--- src/rtl/qrs_pkg.sv ---
`timescale 1ns / 1ps
package qrs_pkg;

    localparam int COEF_WIDTH = 16;
    localparam int OUT_WIDTH  = 32;
    localparam int FRAC_SHIFT = 16;

    localparam int PROD_W  = 2 * COEF_WIDTH;
    localparam int DISC_W  = 2 * COEF_WIDTH + 2;
    localparam int DMAG_W  = 2 * COEF_WIDTH + 1;
    localparam int SQRT_W  = (DMAG_W + 1) / 2;
    localparam int NUM_W   = COEF_WIDTH + 3;
    localparam int NMAG_W  = NUM_W - 1;
    localparam int DEN_W   = COEF_WIDTH + 1;
    localparam int DVD_W   = NMAG_W + FRAC_SHIFT;

    localparam int SQ_LAT  = SQRT_W + 1;
    localparam int DV_LAT  = DVD_W + 1;
    localparam int LATENCY = 2 + SQ_LAT + 1 + DV_LAT + 1;

    typedef enum logic [1:0] {
        KIND_TWO     = 2'd0,
        KIND_SAME    = 2'd1,
        KIND_COMPLEX = 2'd2,
        KIND_BAD     = 2'd3
    } t_kind;

    typedef struct packed {
        logic signed [COEF_WIDTH-1:0] coef_a;
        logic signed [COEF_WIDTH-1:0] coef_b;
        logic signed [COEF_WIDTH-1:0] coef_c;
    } t_coef_in;

    typedef struct packed {
        t_kind                       root_kind;
        logic signed [OUT_WIDTH-1:0] first_value;
        logic signed [OUT_WIDTH-1:0] second_value;
    } t_root_out;

    typedef struct packed {
        t_kind                        kind;
        logic signed [COEF_WIDTH-1:0] a;
        logic signed [NUM_W-1:0]      nb;
    } t_side;

    typedef struct packed {
        t_kind kind;
        logic  neg1;
        logic  neg2;
    } t_mid;

    function automatic logic signed [OUT_WIDTH-1:0] sat_q(input logic [DVD_W-1:0] q,
                                                         input logic neg);
        logic big_pos;
        logic big_neg;
        logic signed [OUT_WIDTH-1:0] res;
        big_pos = |q[DVD_W-1:OUT_WIDTH-1];
        big_neg = big_pos;
        if (neg) begin
            if (big_neg) begin
                res = {1'b1, {(OUT_WIDTH-1){1'b0}}};
            end else begin
                res = -$signed(q[OUT_WIDTH-1:0]);
            end
        end else begin
            if (big_pos) begin
                res = {1'b0, {(OUT_WIDTH-1){1'b1}}};
            end else begin
                res = $signed(q[OUT_WIDTH-1:0]);
            end
        end
        return res;
    endfunction

endpackage

--- src/rtl/qrs_sqrt.sv ---
`timescale 1ns / 1ps
module qrs_sqrt (
    input  logic                       i_clk,
    input  logic [qrs_pkg::DMAG_W-1:0] i_mag,
    output logic [qrs_pkg::SQRT_W-1:0] o_root
);
    import qrs_pkg::*;

    localparam int XW = 2 * SQRT_W;
    localparam int RW = SQRT_W + 2;

    logic [XW-1:0]     r_x    [0:SQRT_W];
    logic [RW-1:0]     r_rem  [0:SQRT_W];
    logic [SQRT_W-1:0] r_root [0:SQRT_W];
    logic [XW-1:0]     n_x    [1:SQRT_W];
    logic [RW-1:0]     n_rem  [1:SQRT_W];
    logic [SQRT_W-1:0] n_root [1:SQRT_W];

    // one result bit per stage
    always_comb begin
        logic [RW+1:0] cur;
        logic [RW+1:0] trial;
        for (int k = 1; k <= SQRT_W; k++) begin
            cur   = {r_rem[k-1], r_x[k-1][XW-1:XW-2]};
            trial = (RW+2)'({r_root[k-1], 2'b01});
            n_x[k] = r_x[k-1] << 2;
            if (cur >= trial) begin
                n_rem[k]  = RW'(cur - trial);
                n_root[k] = {r_root[k-1][SQRT_W-2:0], 1'b1};
            end else begin
                n_rem[k]  = RW'(cur);
                n_root[k] = {r_root[k-1][SQRT_W-2:0], 1'b0};
            end
        end
    end

    always_ff @(posedge i_clk) begin
        r_x[0]    <= XW'(i_mag);
        r_rem[0]  <= '0;
        r_root[0] <= '0;
        for (int k = 1; k <= SQRT_W; k++) begin
            r_x[k]    <= n_x[k];
            r_rem[k]  <= n_rem[k];
            r_root[k] <= n_root[k];
        end
    end

    assign o_root = r_root[SQRT_W];

endmodule

--- config.mk ---
export PLATFORM = sky130hd
export DESIGN_NAME = qrs_sqrt
export DESIGN_NICKNAME = d
export VERILOG_FILES = /design/src/rtl/qrs_pkg.sv /design/src/rtl/qrs_sqrt.sv
export SDC_FILE = /design/constraint.sdc
export NUM_CORES = 1
export LEC_CHECK = 0
export ABC_CLOCK_PERIOD_IN_PS = 5300
export BUFFER_PORTS_ARGS = -buffer_cell sky130_fd_sc_hd__buf_4
export CORE_ASPECT_RATIO = 0.5
export CORE_MARGIN = 3
export CORE_UTILIZATION = 50
export DETAILED_ROUTE_END_ITERATION = 16
export MAX_ROUTING_LAYER = met4
export PLACE_DENSITY_LB_ADDON = 0.25
export REMOVE_ABC_BUFFERS = 1
export SLEW_MARGIN = 20
export SYNTH_ARGS = -nofsm -noshare
export SYNTH_HDL_FRONTEND = slang
export SYNTH_SLANG_ARGS = --single-unit
--- constraint.sdc ---
create_clock -name i_clk -period 5.3 [get_ports i_clk]
set_input_delay 0.795 -clock i_clk [delete_from_list [all_inputs] [get_ports i_clk]]
set_output_delay 0.795 -clock i_clk [all_outputs]
set_load 0.02 [all_outputs]
==> results.py <==
metrics = {
    "global_routing": {
        "grt_pass1_wl_mm": 73.3,
        "grt_pass1_vias": 16300,
        "overflow": 0,
        "grt_max_degree": 27,
        "gr-usage-all-layers": 0.162,
        "antenna_found_initial": 0,
    },
    "cells_and_area": {
        "fill_cells": 4284,
        "drive_gt1_frac": 0.0737,
        "insertedDiodeCount": 0,
        "syn2layout_area_growth_pct": 12.1,
        "fin_nets": 2792,
    },
    "power_and_ir_drop": {
        "p_switching_mw": 3.76,
        "leakage_nw": 13.4,
        "p_int_mw": 10.1,
        "p_total_mw": 13.8,
        "p_clk_frac": 0.318,
        "peakVddDrop_v": 0.000251,
        "pwr_density_cell_mw_per_mm2": 474,
        "combPwrFrac": 0.176,
        "p_seq_frac": 0.506,
        "swShare": 0.271,
    },
    "synthesis": {
        "avgSynthCellArea_um2": 10.4,
        "ys_types": 73,
        "ys_warn_count": 0,
        "synth-simple-area-share": 0.124,
        "synth_commonest_cells": "736 x dfxtp_1, 231 x nor2_1, 197 x inv_1, 172 x a21oi_1, 170 x ha_1",
        "synth_edf_count": 0,
        "synth_area_leaders": "dfxtp_1 56%, ha_1 8.2%, xnor2_1 4.2%",
        "synthAdderAreaFrac": 0.0816,
        "async_flop_share": 0,
        "synthMuxAreaShare": 0.0166,
        "synth-xor-area-share": 0.0709,
        "syn-cell-area_mm2": 0.0261,
        "yosysSeqAreaShare": 0.565,
        "synth_top_family_by_area": "simple AND/OR/NAND/NOR gates",
        "ys.flop_type": "dfxtp_1",
        "yosysTopAreaCell": "dfxtp_1",
        "synth_compound_area_frac": 0.107,
        "syn_inst": 2507,
        "yosysMostFrequentCell": "dfxtp_1",
        "synth_top_cell_area_share": 0.565,
        "ys_ff_latch": 736,
    },
    "placement": {
        "dpl_worst_slack_ns": 1.97,
        "place.gp.congestion": 0.944,
        "dpl.hpwl_mm": 31.8,
        "numPortBuffers": 50,
    },
    "timing": {
        "tns_ns": 0,
        "fin_crit_sh": 0.639,
        "max_freq_mhz": 296,
        "rsz0062_at_grt": "no",
        "fin_worst_skew_ns": 0.0278,
        "maxSlewHeadroom": 0.300,
        "fin_crit_ns": 3.38,
        "slew_viol_final": 0,
        "setup_violations": 0,
        "tightestPinTransition_ns": 1.05,
        "hold_violations": 0,
        "worst_slack_ns": 1.92,
    },
    "worst_setup_path": {
        "timing.rr.end": "r_rem[13][15]$_DFF_P_",
        "crit_chain": "inv_1, ha_1, o21ai_1, a211oi_1, a41oi_1, o211ai_2, nand2_1, a311oi_1, xor2_1",
        "cp_max_fo": 26,
        "critPathBufInv": 1,
        "rr_worst_depth": 9,
        "critical_path.endpoint": "r_rem[13][15]$_DFF_P_",
        "cp-end-kind": "flip-flop",
        "max_stage_delay_ns": 0.91,
        "crit_start": "r_root[12][0]$_DFF_P_",
        "cpLargestDelayFamily": "compound AO/OA/AOI/OAI gates",
        "r2r_slack_ns": 1.92,
        "r2r-start": "r_root[12][0]$_DFF_P_",
        "cp_num_cells": 9,
        "cp-start-kind": "flip-flop",
        "cp_data_required_time_ns": 5.83,
        "cp_slowest_cell": "o211ai_2",
        "crit_type": "flip-flop to flip-flop",
        "cp.arrival_ns": 3.91,
    },
    "detailed_routing": {
        "antenna_left": 0,
        "drt-pass1-iter-count": 6,
        "dr_total_vias": 16600,
        "drc_errors": 0,
        "drt-initial-drc-count": 860,
        "wire_per_inst_um": 13.1,
        "viasPerCell": 5.01,
        "drt_wl_total_mm": 43.6,
    },
    "cts": {
        "cts_htree_levels": 2,
        "cts_buffers": 60,
        "cts_hold_buffers": 0,
        "clock_path_buffers": 3,
        "clk_pin_slew_ns": 0.07,
        "clkSinkCount": 736,
        "cts_tree": "done",
        "post_cts_resized": 0,
        "post_cts_buffers": 0,
        "clk_latency_ns": 0.60,
        "cts_root_buffer": "clkbuf_16",
    },
    "worst_hold_path": {
        "worstHoldPathType": "input pin to flip-flop",
        "min_from": "i_mag[32]",
    },
    "run": {
        "maxCapViolCount": 0,
    },
    "run_status": {
        "run_status": "complete, no violations",
    },
    "die": {
        "die_area_mm2": 0.0551,
        "fp.dieW_um": 329,
        "core_mm2": 0.0509,
        "rows": 58,
        "ios": 51,
        "dieHeight_um": 167,
        "initial_core_util": 0.513,
    },
}
-- cell type report --
type / instances / area (µm²) / share of cell area
flip-flops and latches: 736 / 14700 / 0.504
inverters: 201 / 754 / 0.0258
clock inverters: 24 / 244 / 0.00835
multi-input cells: 1533 / 10500 / 0.358
well taps: 690 / 863 / 0.0295
clock buffers: 84 / 1740 / 0.0596
repair buffers: 56 / 420 / 0.0144
-- power by group through the flow --
stage | clock [mW] | combinational (mW) | sequential [mW]
CTS | 4.55 | 2.45 | 7.01
floorplan | 0 | 1.96 | 6.96
finish | 4.40 | 2.44 | 7.01
global placement | 0 | 2.39 | 7.11
global route | 4.78 | 2.77 | 7.11
detailed placement | 0 | 2.43 | 7.13
-- routing by layer --
| layer | GRT usage | share of wire | wire length [µm] |
|---|---|---|---|
| met2 | 0.285 | 0.49 | 21500 |
| met4 | 0.0643 | 0.033 | 1450 |
| met1 | 0.182 | 0.44 | 19100 |
| met5 | - | 0 | 0 |
| met3 | 0.0293 | 0.036 | 1550 |
-- worst min path at each step --
stage	end	slack, ns	cells after the start
detailed placement	r_x[10][23]$_DFF_P_	0.31	0
global placement	r_x[1][7]$_DFF_P_	0.31	0
floorplan	r_root[1][0]$_DFF_P_	0.31	0
CTS	r_x[0][28]$_DFF_P_	0.25	1
finish	r_x[0][32]$_DFF_P_	0.30	1
global route	r_x[0][32]$_DFF_P_	0.26	1
-- sequential cells by signal, indices dropped and copies added, names as in the netlist --
name,cells
r_x,305
r_rem,278
r_root,153
-- metrics by stage --
stage	instances	area, µm²	util	hold slack [ns]
global route	3324	29200	0.574	0.258
detailed placement	3216	27200	0.535	0.312
finish	3324	29200	0.574	0.297
CTS	3324	29200	0.574	0.254
floorplan	2470	25900	-	0.310
global placement	3216	27200	0.535	0.310
-- layout by cell type (no fill, tap or decap), types with 30 or more instances in the layout --
cell	count
xor2_1	85
nand2_1	114
xnor2_1	126
inv_1	197
dfxtp_1	736
ha_1	170
nand3_1	41
buf_4	56
clkbuf_16	61
a21oi_1	171
nor3_1	72
o21a_1	30
nor2_1	231
nand2b_1	34
nor4_1	31
o21ai_0	80
-- cells by family (layout without fill, tap and decap cells) --
group,after synthesis,after routing
xor gates and xnor gates,211,211
adders and majority gates,170,170
and+or+nand+nor,661,661
AOI/OAI and AO/OA,451,451
other,1,1
muxes,39,39
buffers and inverters,238,365
DFF,736,736
(Power assumes the default switching activity.)
