==> src/rtl/qrs_pkg.sv <==
`timescale 1ns / 1ps
package qrs_pkg;

    localparam int COEF_WIDTH = 16;
    localparam int OUT_WIDTH  = 32;
    localparam int FRAC_SHIFT = 16;

    localparam int PROD_W  = 2 * COEF_WIDTH;
    localparam int DISC_W  = 2 * COEF_WIDTH + 2;
    localparam int DMAG_W  = 2 * COEF_WIDTH + 1;
    localparam int SQRT_W  = (DMAG_W + 1) / 2;
    localparam int NUM_W   = COEF_WIDTH + 3;
    localparam int NMAG_W  = NUM_W - 1;
    localparam int DEN_W   = COEF_WIDTH + 1;
    localparam int DVD_W   = NMAG_W + FRAC_SHIFT;

    localparam int SQ_LAT  = SQRT_W + 1;
    localparam int DV_LAT  = DVD_W + 1;
    localparam int LATENCY = 2 + SQ_LAT + 1 + DV_LAT + 1;

    typedef enum logic [1:0] {
        KIND_TWO     = 2'd0,
        KIND_SAME    = 2'd1,
        KIND_COMPLEX = 2'd2,
        KIND_BAD     = 2'd3
    } t_kind;

    typedef struct packed {
        logic signed [COEF_WIDTH-1:0] coef_a;
        logic signed [COEF_WIDTH-1:0] coef_b;
        logic signed [COEF_WIDTH-1:0] coef_c;
    } t_coef_in;

    typedef struct packed {
        t_kind                       root_kind;
        logic signed [OUT_WIDTH-1:0] first_value;
        logic signed [OUT_WIDTH-1:0] second_value;
    } t_root_out;

    typedef struct packed {
        t_kind                        kind;
        logic signed [COEF_WIDTH-1:0] a;
        logic signed [NUM_W-1:0]      nb;
    } t_side;

    typedef struct packed {
        t_kind kind;
        logic  neg1;
        logic  neg2;
    } t_mid;

    function automatic logic signed [OUT_WIDTH-1:0] sat_q(input logic [DVD_W-1:0] q,
                                                         input logic neg);
        logic big_pos;
        logic big_neg;
        logic signed [OUT_WIDTH-1:0] res;
        big_pos = |q[DVD_W-1:OUT_WIDTH-1];
        big_neg = big_pos;
        if (neg) begin
            if (big_neg) begin
                res = {1'b1, {(OUT_WIDTH-1){1'b0}}};
            end else begin
                res = -$signed(q[OUT_WIDTH-1:0]);
            end
        end else begin
            if (big_pos) begin
                res = {1'b0, {(OUT_WIDTH-1){1'b1}}};
            end else begin
                res = $signed(q[OUT_WIDTH-1:0]);
            end
        end
        return res;
    endfunction

endpackage

==> src/rtl/qrs_div.sv <==
`timescale 1ns / 1ps
module qrs_div (
    input  logic                      i_clk,
    input  logic [qrs_pkg::DVD_W-1:0] i_num,
    input  logic [qrs_pkg::DEN_W-1:0] i_den,
    output logic [qrs_pkg::DVD_W-1:0] o_quot
);
    import qrs_pkg::*;

    localparam int RW = DEN_W + 1;

    logic [DVD_W-1:0] r_n   [0:DVD_W];
    logic [DEN_W-1:0] r_d   [0:DVD_W];
    logic [RW-1:0]    r_rem [0:DVD_W];
    logic [DVD_W-1:0] r_q   [0:DVD_W];
    logic [DVD_W-1:0] n_n   [1:DVD_W];
    logic [RW-1:0]    n_rem [1:DVD_W];
    logic [DVD_W-1:0] n_q   [1:DVD_W];

    // restoring division, one quotient bit per stage
    always_comb begin
        logic [RW:0] cur;
        for (int k = 1; k <= DVD_W; k++) begin
            cur    = {r_rem[k-1], r_n[k-1][DVD_W-1]};
            n_n[k] = r_n[k-1] << 1;
            if (cur >= (RW+1)'(r_d[k-1])) begin
                n_rem[k] = RW'(cur - (RW+1)'(r_d[k-1]));
                n_q[k]   = {r_q[k-1][DVD_W-2:0], 1'b1};
            end else begin
                n_rem[k] = RW'(cur);
                n_q[k]   = {r_q[k-1][DVD_W-2:0], 1'b0};
            end
        end
    end

    always_ff @(posedge i_clk) begin
        r_n[0]   <= i_num;
        r_d[0]   <= i_den;
        r_rem[0] <= '0;
        r_q[0]   <= '0;
        for (int k = 1; k <= DVD_W; k++) begin
            r_n[k]   <= n_n[k];
            r_d[k]   <= r_d[k-1];
            r_rem[k] <= n_rem[k];
            r_q[k]   <= n_q[k];
        end
    end

    assign o_quot = r_q[DVD_W];

endmodule

==> config.mk <==
export PLATFORM = sky130hd
export DESIGN_NAME = qrs_div
export DESIGN_NICKNAME = d
export VERILOG_FILES = /design/src/rtl/qrs_pkg.sv /design/src/rtl/qrs_div.sv
export SDC_FILE = /design/constraint.sdc
export NUM_CORES = 2
export LEC_CHECK = 0
export BUFFER_PORTS_ARGS = -buffer_cell sky130_fd_sc_hd__clkbuf_2
export CAP_MARGIN = 10
export CORE_MARGIN = 4
export CORE_UTILIZATION = 45
export DETAILED_ROUTE_END_ITERATION = 8
export PLACE_DENSITY_LB_ADDON = 0.25
export SYNTH_ARGS = -nofsm -noshare
export SYNTH_HDL_FRONTEND = slang
export SYNTH_SLANG_ARGS = --single-unit
==> constraint.sdc <==
create_clock -name i_clk -period 2.8 [get_ports i_clk]
set_clock_uncertainty 0.1 [all_clocks]
set_input_delay 0.56 -clock i_clk [delete_from_list [all_inputs] [get_ports i_clk]]
set_output_delay 0.56 -clock i_clk [all_outputs]
set_load 0.01 [all_outputs]
==> metrics <==
worst path required time about 3.5 ns; met1 wire length 79.1 mm; synthesis warning total 0; maximum net fanout on the critical path 3; routed wire length on met3 slightly above 6 mm; Die Height between 400 and 500 um; Hold Crit Class flop to flop; Die Span X between 400 and 500 um; Final Core Density 57.7%; core area 0.179 sq mm; uppermost signal routing layer after detailed routing met4; area share of the largest cell type after synthesis approximately 60%; instance count of the mapped netlist 7446; TritonCTS Buffers ~230; arrival time reported for the critical path endpoint about 3.7 ns; register clock-pin slew on the reported worst setup and hold paths around 0.060 ns; post-synth top area cell sky130_fd_sc_hd__dfxtp_1; synthesized area divided by synthesized cell count around 11 sq um; cell at the root of the clock tree sky130_fd_sc_hd__clkbuf_16; Final WS setup -0.175 ns; routed via count divided by cell count a little under 5; Fmax achieved 0.336 GHz; number of cells in the design after placement 10300; kind of end point of the critical path flop; worst hold margin 0.207 ns; Place WS -0.347 ns; share of the clock period used by the worst path after layout 106%; Routed met2 length ~83 mm; Top-Level Pins 86; starting density of the core approximately 45%; kind of start point of the critical path flop; IR drop worst, VDD 0.000710 V; number of distinct library cell variants in the gate-level netlist after synthesis 92; Post-route DRC 0; number of nets at the end of the flow 9128; DR vias around 54000; RSZ-0062 raised after global routing yes; cell area after placement between 0.08 and 0.09 sq mm; RD Place Congestion around 0.86; commonest cells in the synthesized netlist 2362 x sky130_fd_sc_hd__dfxtp_1, 696 x sky130_fd_sc_hd__inv_1, 563 x sky130_fd_sc_hd__ha_1; antenna violations before repair 3; pin count of the biggest net entering global routing 20; FP Rows ~160; Max transition margin 59.0%; DR iter-0 viols between 2000 and 3000; MaxCap Viol Count 0; Total Routing Usage GR 17.6%; Routed Antenna Nets 0; total area of multi-input combinational cells ~0.034 sq mm; clock tree from TritonCTS yes; die outline area approximately 0.19 sq mm; final instance count without filler cells 11000; worst skew pair latency around 0.86 ns; failing checks setup timing; DRT Pass-1 Iters 6; Async SR Flop Fraction 0%; cell with the most instances after synthesis sky130_fd_sc_hd__dfxtp_1; H-tree levels 4; outcome finished, violations left; final count of negative-setup-slack endpoints 34; main flop type after synthesis sky130_fd_sc_hd__dfxtp_1; final design instance area without fill 0.103 sq mm; pins over their slew limit 0; number of filler cells placed in the layout 14800; Seq/Total Area, Yosys about three fifths; biggest area contributors in the synthesized netlist sky130_fd_sc_hd__dfxtp_1 58%, sky130_fd_sc_hd__ha_1 8.7%, sky130_fd_sc_hd__inv_1 3.2%, sky130_fd_sc_hd__a21oi_1 3.1%, sky130_fd_sc_hd__xnor2_1 2.6%; routed wire length per instance around 16 um; vias in the first global route ~53000; I/O Buffers 85; cell area after synthesis 0.0810 sq mm; Routed Wire Length around 170 mm; Fin. Hold Viols 0; slew at the pin with the worst max-slew slack 0.616 ns; CTS Buffer Depth 3; Post-Syn Nets roughly 8100; HPWL after detailed placement between 100 and 150 mm; sequential cell area 0.0475 sq mm; power per cell area 1170 mW/mm^2; Leak 46.6 nW; first-pass GRT wire length 270 mm; overflow left after global routing 0; FF+latch count, synth 2362; min cycle time layout approximately 3.0 ns; layout overhead on the synthesized area 27.3%; fraction of final layout cells with drive strength greater than 1 about a quarter; number of flops mapped to enable cells by yosys 0; startpoint-to-endpoint class of the critical path flop to flop; number of sinks on the clock net between 2000 and 2500
## critical path, stage by stage, from the launching register on
cell and delay [ns]:
sky130_fd_sc_hd__dfxtp_1 0.31, sky130_fd_sc_hd__inv_2 0.08, sky130_fd_sc_hd__ha_4 0.15, sky130_fd_sc_hd__inv_2 0.04
sky130_fd_sc_hd__fa_2 0.35, sky130_fd_sc_hd__a211oi_2 0.24, sky130_fd_sc_hd__nor2_1 0.09, sky130_fd_sc_hd__o21a_1 0.19
sky130_fd_sc_hd__o211a_1 0.23, sky130_fd_sc_hd__o21a_1 0.22, sky130_fd_sc_hd__o41ai_4 0.26, sky130_fd_sc_hd__buf_4 0.18
sky130_fd_sc_hd__a21oi_2 0.06, sky130_fd_sc_hd__o311ai_2 0.24, sky130_fd_sc_hd__mux2_4 0.19
## final timing paths
check	startpoint	endpoint	slack, ns	cells after the start
worst max-delay path	r_n[24][33]$_DFF_P_	r_rem[25][14]$_DFF_P_	-0.17	14
worst min-delay path	r_n[5][7]$_DFF_P_	r_n[6][8]$_DFF_P_	0.21	0
worst max register to register	r_n[24][33]$_DFF_P_	r_rem[25][14]$_DFF_P_	-0.17	14
worst min register to register	r_n[5][7]$_DFF_P_	r_n[6][8]$_DFF_P_	0.21	0
## area by class of cell
class | instances | area share (%)
repair buffers | 912 | 7.42
multi-input cells | 4271 | 33.0
clock inverters | 138 | 1.82
diodes | 1 | 0.00243
well taps | 2355 | 2.86
inverters | 705 | 2.59
clock buffers | 294 | 6.22
flip-flops and latches | 2362 | 46.1
## layout by cell type, fill, tap and decap left out, types with 39 or more instances in the layout
master	n
sky130_fd_sc_hd__dfxtp_1	2239
sky130_fd_sc_hd__buf_4	664
sky130_fd_sc_hd__inv_1	620
sky130_fd_sc_hd__ha_1	478
sky130_fd_sc_hd__nand2_1	429
sky130_fd_sc_hd__a21oi_1	395
sky130_fd_sc_hd__nor2_1	315
sky130_fd_sc_hd__a21o_1	257
sky130_fd_sc_hd__xnor2_1	243
sky130_fd_sc_hd__clkbuf_16	241
sky130_fd_sc_hd__o21ai_0	219
sky130_fd_sc_hd__o21ai_1	185
sky130_fd_sc_hd__xor2_1	180
sky130_fd_sc_hd__dfxtp_2	111
sky130_fd_sc_hd__a21oi_2	109
sky130_fd_sc_hd__nor3_1	87
sky130_fd_sc_hd__clkbuf_2	85
sky130_fd_sc_hd__mux2_4	78
sky130_fd_sc_hd__nor2b_1	77
sky130_fd_sc_hd__nand3_1	74
sky130_fd_sc_hd__inv_2	73
sky130_fd_sc_hd__o21ai_2	70
sky130_fd_sc_hd__nand4_1	69
sky130_fd_sc_hd__ha_4	69
sky130_fd_sc_hd__mux2_2	60
sky130_fd_sc_hd__buf_6	57
sky130_fd_sc_hd__o21a_1	52
sky130_fd_sc_hd__dlygate4sd3_1	51
sky130_fd_sc_hd__nor2_2	46
sky130_fd_sc_hd__nand2b_1	45
sky130_fd_sc_hd__clkbuf_8	44
sky130_fd_sc_hd__o21bai_1	41
sky130_fd_sc_hd__and3_1	39
## layer usage
metal | vias up | global-route usage, %
met3 | 322 | 3.01
met4 | 0 | 5.41
met1 | 25300 | 22.8
li1 | 27500 | -
met5 | - | 0
met2 | 873 | 30.1
## cells by family after synthesis
family          after synthesis  share of synthesized area (%)
flops                      2362                           58.4
compound gates             1689                           13.1
simple gates               1378                           8.00
buf+inv                     813                           3.86
fa+ha+maj                   595                           9.49
xor+xnor                    429                           4.64
mux                         180                           2.49
## where the power goes
part	internal [W]	switching, W
logic	0.0229	0.0218
registers	0.0402	0.00356
clock network	0.0193	0.0132
total	0.0825	0.0385
## state kept, by name (all words and copies together) (netlist names)
| signal | count |
|---|---|
| r_q | 595 |
| r_n | 595 |
| r_rem | 594 |
| r_d | 578 |
## repair_timing
item | CTS | global route
setup buffers | 120 | 113
pin swaps | 247 | 394
hold endpoints to repair | 51 | 0
gates resized for setup | 412 | 658
setup endpoints to repair | 357 | 533
hold buffers | 51 | 0
cloned | 10 | 15
## per-stage QoR
stage	setup TNS, ns	power [W]
global route	-14.60	0.128
finish	-1.42	0.121
floorplan	-0.116	0.0685
detailed placement	-25.87	0.0808
global placement	-18.33	0.0804
CTS	-1.71	0.117
Power figures use the tool's default switching activity.
